==> config.mk <==
export PLATFORM = sky130hd
export DESIGN_NAME = rph_md5_core
export DESIGN_NICKNAME = d
export VERILOG_FILES = /design/src/rph_pkg.sv /design/src/rph_md5_core.sv
export SDC_FILE = /design/constraint.sdc
export NUM_CORES = 2
export LEC_CHECK = 0
export ABC_AREA = 1
export BUFFER_PORTS_ARGS = -buffer_cell sky130_fd_sc_hd__buf_4
export CAP_MARGIN = 20
export CORE_UTILIZATION = 35
export CTS_BUF_LIST = sky130_fd_sc_hd__clkbuf_16
export CTS_CLUSTER_SIZE = 20
export DETAILED_ROUTE_END_ITERATION = 12
export GPL_TIMING_DRIVEN = 0
export PLACE_DENSITY = 0.64
export SYNTH_ARGS = -nofsm -noshare
export SYNTH_HDL_FRONTEND = slang
export SYNTH_SLANG_ARGS = --single-unit
==> constraint.sdc <==
create_clock -name clk -period 52.2 [get_ports clk]
set_clock_uncertainty 0.1 [all_clocks]
set_input_delay 10.44 -clock clk [delete_from_list [all_inputs] [get_ports clk]]
set_output_delay 10.44 -clock clk [all_outputs]
set_load 0.005 [all_outputs]
==> src/rph_pkg.sv <==
// ----------------------------------------------------------------------------
// rph_pkg
// Shared types and constants for the password hiding block.
// ----------------------------------------------------------------------------
`default_nettype none

package rph_pkg;

  localparam int MAX_BLOCKS_DEF       = 8;
  localparam int MAX_SECRET_BYTES_DEF = 32;
  localparam int SECRET_HARD_LIMIT    = 39;
  localparam int CFG_ADDR_W           = 6;

  // register indexes
  localparam logic [2:0] REG_SECRET0 = 3'd0;
  localparam logic [2:0] REG_SECRET1 = 3'd1;
  localparam logic [2:0] REG_SECRET2 = 3'd2;
  localparam logic [2:0] REG_SECRET3 = 3'd3;
  localparam logic [2:0] REG_SECLEN  = 3'd4;

  // status codes
  localparam logic STATUS_OK       = 1'b0;
  localparam logic STATUS_OVERFLOW = 1'b1;

  typedef struct packed {
    logic [63:0] vector_high;
    logic [63:0] vector_low;
    logic [63:0] block_high;
    logic [63:0] block_low;
    logic        first_block;
    logic        last_block;
  } in_word_t;

  typedef struct packed {
    logic [63:0] cipher_high;
    logic [63:0] cipher_low;
    logic        final_flag;
    logic        status;
  } out_word_t;

  // per-round additive constants
  function automatic logic [31:0] md5_k(input logic [5:0] i);
    logic [31:0] k;
    begin
      case (i)
        6'd0: k = 32'hd76aa478; 6'd1: k = 32'he8c7b756; 6'd2: k = 32'h242070db;
        6'd3: k = 32'hc1bdceee; 6'd4: k = 32'hf57c0faf; 6'd5: k = 32'h4787c62a;
        6'd6: k = 32'ha8304613; 6'd7: k = 32'hfd469501; 6'd8: k = 32'h698098d8;
        6'd9: k = 32'h8b44f7af; 6'd10: k = 32'hffff5bb1; 6'd11: k = 32'h895cd7be;
        6'd12: k = 32'h6b901122; 6'd13: k = 32'hfd987193; 6'd14: k = 32'ha679438e;
        6'd15: k = 32'h49b40821; 6'd16: k = 32'hf61e2562; 6'd17: k = 32'hc040b340;
        6'd18: k = 32'h265e5a51; 6'd19: k = 32'he9b6c7aa; 6'd20: k = 32'hd62f105d;
        6'd21: k = 32'h02441453; 6'd22: k = 32'hd8a1e681; 6'd23: k = 32'he7d3fbc8;
        6'd24: k = 32'h21e1cde6; 6'd25: k = 32'hc33707d6; 6'd26: k = 32'hf4d50d87;
        6'd27: k = 32'h455a14ed; 6'd28: k = 32'ha9e3e905; 6'd29: k = 32'hfcefa3f8;
        6'd30: k = 32'h676f02d9; 6'd31: k = 32'h8d2a4c8a; 6'd32: k = 32'hfffa3942;
        6'd33: k = 32'h8771f681; 6'd34: k = 32'h6d9d6122; 6'd35: k = 32'hfde5380c;
        6'd36: k = 32'ha4beea44; 6'd37: k = 32'h4bdecfa9; 6'd38: k = 32'hf6bb4b60;
        6'd39: k = 32'hbebfbc70; 6'd40: k = 32'h289b7ec6; 6'd41: k = 32'heaa127fa;
        6'd42: k = 32'hd4ef3085; 6'd43: k = 32'h04881d05; 6'd44: k = 32'hd9d4d039;
        6'd45: k = 32'he6db99e5; 6'd46: k = 32'h1fa27cf8; 6'd47: k = 32'hc4ac5665;
        6'd48: k = 32'hf4292244; 6'd49: k = 32'h432aff97; 6'd50: k = 32'hab9423a7;
        6'd51: k = 32'hfc93a039; 6'd52: k = 32'h655b59c3; 6'd53: k = 32'h8f0ccc92;
        6'd54: k = 32'hffeff47d; 6'd55: k = 32'h85845dd1; 6'd56: k = 32'h6fa87e4f;
        6'd57: k = 32'hfe2ce6e0; 6'd58: k = 32'ha3014314; 6'd59: k = 32'h4e0811a1;
        6'd60: k = 32'hf7537e82; 6'd61: k = 32'hbd3af235; 6'd62: k = 32'h2ad7d2bb;
        default: k = 32'heb86d391;
      endcase
      return k;
    end
  endfunction

  // per-round rotate amounts
  function automatic logic [4:0] md5_s(input logic [5:0] i);
    logic [4:0] s;
    begin
      case ({i[5:4], i[1:0]})
        4'd0: s = 5'd7;  4'd1: s = 5'd12; 4'd2: s = 5'd17; 4'd3: s = 5'd22;
        4'd4: s = 5'd5;  4'd5: s = 5'd9;  4'd6: s = 5'd14; 4'd7: s = 5'd20;
        4'd8: s = 5'd4;  4'd9: s = 5'd11; 4'd10: s = 5'd16; 4'd11: s = 5'd23;
        4'd12: s = 5'd6; 4'd13: s = 5'd10; 4'd14: s = 5'd15;
        default: s = 5'd21;
      endcase
      return s;
    end
  endfunction

endpackage

`default_nettype wire

==> src/rph_md5_core.sv <==
// ----------------------------------------------------------------------------
// rph_md5_core
// One-block MD5 compression, one round per cycle on a shared round unit.
// ----------------------------------------------------------------------------
`default_nettype none

module rph_md5_core (
  input  wire logic         clk,
  input  wire logic         rst,
  input  wire logic         start,
  input  wire logic [511:0] msg,
  output logic              done,
  output logic [127:0]      digest
);
  import rph_pkg::*;

  typedef enum logic [1:0] {S_IDLE, S_ROUND, S_DONE} state_t;

  state_t       state;
  logic [5:0]   rnd;
  logic [31:0]  a, b, c, d;
  logic [511:0] blk;
  logic [31:0]  f, mw, sum, rot, bn;
  logic [3:0]   g;
  logic [4:0]   sh;

  localparam logic [31:0] H0 = 32'h67452301;
  localparam logic [31:0] H1 = 32'hefcdab89;
  localparam logic [31:0] H2 = 32'h98badcfe;
  localparam logic [31:0] H3 = 32'h10325476;

  // round function and message word select
  always_comb begin
    case (rnd[5:4])
      2'd0: begin f = (b & c) | (~b & d); g = rnd[3:0]; end
      2'd1: begin f = (d & b) | (~d & c); g = 4'(5 * rnd + 1); end
      2'd2: begin f = b ^ c ^ d;          g = 4'(3 * rnd + 5); end
      default: begin f = c ^ (b | ~d);    g = 4'(7 * rnd); end
    endcase
    mw  = blk[32*g +: 32];
    sum = a + f + md5_k(rnd) + mw;
    sh  = md5_s(rnd);
    rot = (sum << sh) | (sum >> (6'd32 - {1'b0, sh}));
    bn  = b + rot;
  end

  // sequencer and state
  always_ff @(posedge clk) begin
    if (rst) begin
      state <= S_IDLE;
      done  <= 1'b0;
      rnd   <= '0;
    end else begin
      done <= 1'b0;
      case (state)
        S_IDLE: begin
          if (start) begin
            blk   <= msg;
            a     <= H0;
            b     <= H1;
            c     <= H2;
            d     <= H3;
            rnd   <= '0;
            state <= S_ROUND;
          end
        end
        S_ROUND: begin
          a   <= d;
          d   <= c;
          c   <= b;
          b   <= bn;
          rnd <= rnd + 6'd1;
          if (rnd == 6'd63) begin
            state <= S_DONE;
          end
        end
        S_DONE: begin
          digest <= {a + H0, b + H1, c + H2, d + H3};
          done   <= 1'b1;
          state  <= S_IDLE;
        end
        default: state <= S_IDLE;
      endcase
    end
  end
endmodule

`default_nettype wire

### Word-level counts from Yosys, hierarchy flattened

Memory sizes are Yosys's and may differ from the RTL's. A register that Yosys moved wholly into a read port is not among the register bits.
Cells that the tools add are included.

| cells by class | value |
|---|---|
| bitwise logic cells | 14 |
| eq/ne operators | 7 |
| reduce and logical (&&, ||, !) cells | 8 |
| multipliers | 3 |
| muxes and demuxes | 20 |
| shift-type cells | 3 |
| add/sub/neg operators | 12 |

Operators with widths:

| cell | count |
|---|---|
| 512-bit by 10-bit variable part select with 32-bit output | 1 |
| 32-bit case mux with 2 select lines | 4 |
| 32-bit adder | 4 |
| 32-bit bitwise AND | 4 |
| 32-bit two-way mux | 4 |
| 32-bit OR | 4 |
| 32-bit case mux with 3 select lines | 1 |
| 32-bit XOR | 3 |
| 32-bit adder, second input constant | 2 |
| 32-bit NOT | 2 |
| 32-bit by 29-bit adder with 32-bit output, second input constant | 1 |
| 32-bit by 31-bit adder with 32-bit output, second input constant | 1 |
| 32-bit by 5-bit << shifter with 32-bit output | 1 |
| 32-bit by 6-bit >> shifter with 32-bit output | 1 |
| 6-bit two-way mux | 3 |
| 3-bit by 6-bit multiplier with 4-bit output, first input constant | 2 |
| 4-bit case mux with 3 select lines | 1 |
| 6-bit case mux with 2 select lines | 1 |
| 4-bit two-way mux | 2 |
| 6-bit by 1-bit adder with 6-bit output, second input constant | 1 |
| 6-bit == test, second input constant | 1 |
| 2-bit by 6-bit multiplier with 4-bit output, first input constant | 1 |
| 2-bit AND reduction | 3 |
| 3-bit AND reduction | 2 |
| 12 further kinds | 17 |

| storage, ports and cells | value |
|---|---|
| output and inout port bits | 129 |
| memories | 2 |
| ROM bits | 2128 |
| bits of input ports | 515 |
| bits in registers | 777 |

Memories:

| memory | words | width | read ports | clocked after Yosys merged registers in | write ports | line | text |
|---|---|---|---|---|---|---|---|
| (name not given) | 64 | 32 | 1 | 1 | 0 | rph_pkg.sv:45 | `case (i)` |
| (name not given) | 16 | 5 | 1 | 1 | 0 | rph_pkg.sv:77 | `case ({i[5:4], i[1:0]})` |

### Longest topological paths before layout

| logic depth | value |
|---|---|
| depth after elaboration | 11 |
| mapped depth | 59 |

### Worst setup path before layout

Ideal clock, no wire load.

| timing | value |
|---|---|
| path kind | input to register |
| from | input port rst |
| to | register blk[0] (enable) |
| required time | 50083 ps |
| stages on the path | 2 |
| setup slack | 4769 ps |
| setup time | 2017 ps |
| arrival time | 45314 ps |
| buffers on the path | 1 |
| cells stage by stage | clkbuf_1 -> nor3_1 |

| on the way | value |
|---|---|
| longest elaborated chain between the ends | 2 |

RTL lines:

| item | line | text |
|---|---|---|
| start: declaration | rph_md5_core.sv:9 | `input wire logic rst,` |
| 1-bit NOT (no line) | -- |  |
| 3-bit AND reduction (no line) | -- |  |
| end signal: assignment | rph_md5_core.sv:58 | `blk <= msg;` |
| end: declaration | rph_md5_core.sv:22 | `logic [511:0] blk;` |

Every way passes these cells.
A chain may end at the register's enable or synchronous reset.

==> results.ini <==
[power]
power_w=0.00311
ir_drop_v=0.0000390
p_leak_nw=22.7
power_density_mw_per_mm2=55.9

[synthesis]
synth.distinct_cells=55
ys_ff_latch=814
post-synth-top-area-fraction_pct=51.3
yosys-top-cells-area=edfxtp_1 (51%), nand2_1 (10%), nand3_1 (6.2%)
avgSynthCellArea_sq_um=9.16
ys.flop_type=edfxtp_1
synthesis.nets=5579
synthArstFlopShare_pct=0
synthTopCellsByCount=nand2_1 (1198), edfxtp_1 (768), nand3_1 (554)
synth_most_common_cell=nand2_1
yosysSeqAreaShare_pct=53.4
syn_area_sq_mm=0.0449
yosys_warnings=0
yosysTopAreaCell=edfxtp_1
syn_inst=4908
synth-edff-count=768

[setup_path]
worst-endpoint-arrival_ns=14.94
timing_worst_setup_path_type=input pin to flop
cpMostUsedCell=nand2_1
reg2reg_slack_ns=40.26
slowest_delay_ns=0.61
path_cells=buf_4, nand2_1, nand2_1, inv_1, nand2_1, a21oi_4, inv_1, ha_1, inv_1, nor2_1, inv_1, nand2_1, inv_1, nand2_1, nand2_1, a31oi_1, nor3_1, a21oi_1
worstReg2RegStart=rnd[5]
reg2reg_to=b[25]
cp.required_ns=52.63
worst_r2r_path_depth=44
crit_path_end_kind=flop
critPathSlowestCell=a21oi_1
crit_path_start_kind=input pin
cp_max_fo=15

[route]
dr.pass1.iters=6
drt_iter0_drc=4739
vias=41500
via_per_inst=5.57
wl_microns=200000
routedWlPerCell_microns=26.7
drc=0
final_antenna_net_count=0

[clocking]
cts_hold_buf=0
clockBufferDepth=3
cts-root-buf=clkbuf_16
postCtsSetupBuffers=0
clkTransAtPathRegs_ns=0.06
insertion_delay_ns=0.74
cts_resized=0
cts_made_buffers=90
cts_tree=yes
htree_levels=3
clock_sinks=814

[global_route]
grt_first_pass_wirelength_microns=280000
antenna_found_initial=31
first_global_vias=39700
grt_max_degree=33
gr-total-overflow=0
grt_util_all_layers_pct=29.9

[layout]
syn2layout_area_growth_pct=23.9
drive_gt1_share_pct=15.9
nets=6375
final_util_pct=43.7
fillers=12600
finalNonFillerCells=7460

[placed_design]
gp_congestion=1.00
io_buffer_count=643
place_ws_ns=37.15
dpl.hpwl_microns=161000
numPlacedInstances=7274

[die]
initial_core_util_pct=35.2
die_area_sq_mm=0.130
rows=131
pin_count=644
core_sq_mm=0.128
die_width_microns=360
die_h_microns=360

[timing]
drv_slew=0
hold_violations=0
rsz0062_at_grt=false
relSlewSlack_pct=23.5
tightest_slew_ns=1.14
min_period_over_period_pct=27.8
setup_slack_ns=37.69
setup_violations=0
fin_crit_ns=14.51
whs_ns=0.434
fmax_mhz=68.9

[min_path]
worstHoldStart=state[1]
min_path_type=flop to flop
whs_endpoint=done
hold_depth=2

[status]
status=finished, final reports clean

[job]
max-cap-violations=0

## metrics by stage
stage | TNS [ns] | instance area [sq um]
2_1_floorplan | 0 | 44900
3_3_place_gp | -4714.36 | 51800
3_5_place_dp | 0 | 52600
4_1_cts | 0 | 55600
5_1_grt | 0 | 55700
6_report | 0 | 55700
## cells in the final DEF (no fill, tap or decap), drive strengths merged, types with 66 or more instances in the layout
cell type and count:
nor3 66, a21oi 316, nor2 379, nand2 1206, clkbuf 265, buf 759, inv 429, edfxtp 768
ha 91, o21ai 262, xor2 113, nand3 556
## layout make-up
cell class	instances	area, sq um	share of cell area [%]
antenna	24	60.1	0.108
inverter	417	1570	2.81
buffer	229	887	1.59
multi-input combinational	3448	18500	33.3
timing repair buffer	704	5550	9.96
tap	1662	2080	3.73
clock inverter	71	773	1.39
sequential	814	24000	43.1
clock buffer	91	2280	4.09
## power breakdown
group          total [W]  switching, W  internal (W)  leakage [nW]
clock           0.000669      0.000285      0.000384          1.55
combinational    0.00162       0.00111      0.000507          13.8
sequential      0.000823     0.0000473      0.000775          7.42
total            0.00311       0.00144       0.00167          22.7
## worst max-delay path, delay by kind of cell
kind	cells	cell delay, ns
AND/OR/NAND/NOR	8	1.41
AO/OA/AOI/OAI	3	1.35
buffers and inverters	6	1.30
adder cells (fa/ha/maj)	1	0.44
## cell families after synthesis
kind of cell | share of synthesized area, %
AND/OR/NAND/NOR | 21.6
adder cells (fa/ha/maj) | 5.43
flip-flops | 53.4
XOR/XNOR | 2.63
buffers and inverters | 5.46
AO/OA/AOI/OAI | 11.5
## flip-flops by register name, indices dropped and copies added, names as in the netlist, named ones only
signal,flops
d,32
c,32
blk,512
a,32
digest,128
state,2
sh,5
rnd,6
b,32
done,1
## worst max-delay path by stage
stage / slack [ns] / start / endpoint
final: 37.69 / start / flop
after global routing: 37.64 / start / flop
after CTS: 37.89 / start / flop
after detailed placement: 37.15 / start / flop
after global placement: -9.38 / rst / blk[497]
after floorplan: 4.77 / rst / blk[0]
## metal layers
layer	track usage, %	wire [microns]	up-vias
met2	48.3	92700	2343
li1	-	-	18700
met3	5.38	17300	405
met4	15.0	10000	2
met5	0	13	-
met1	38.4	79500	20100
Note: power is estimated with default switching activity, not from simulation.
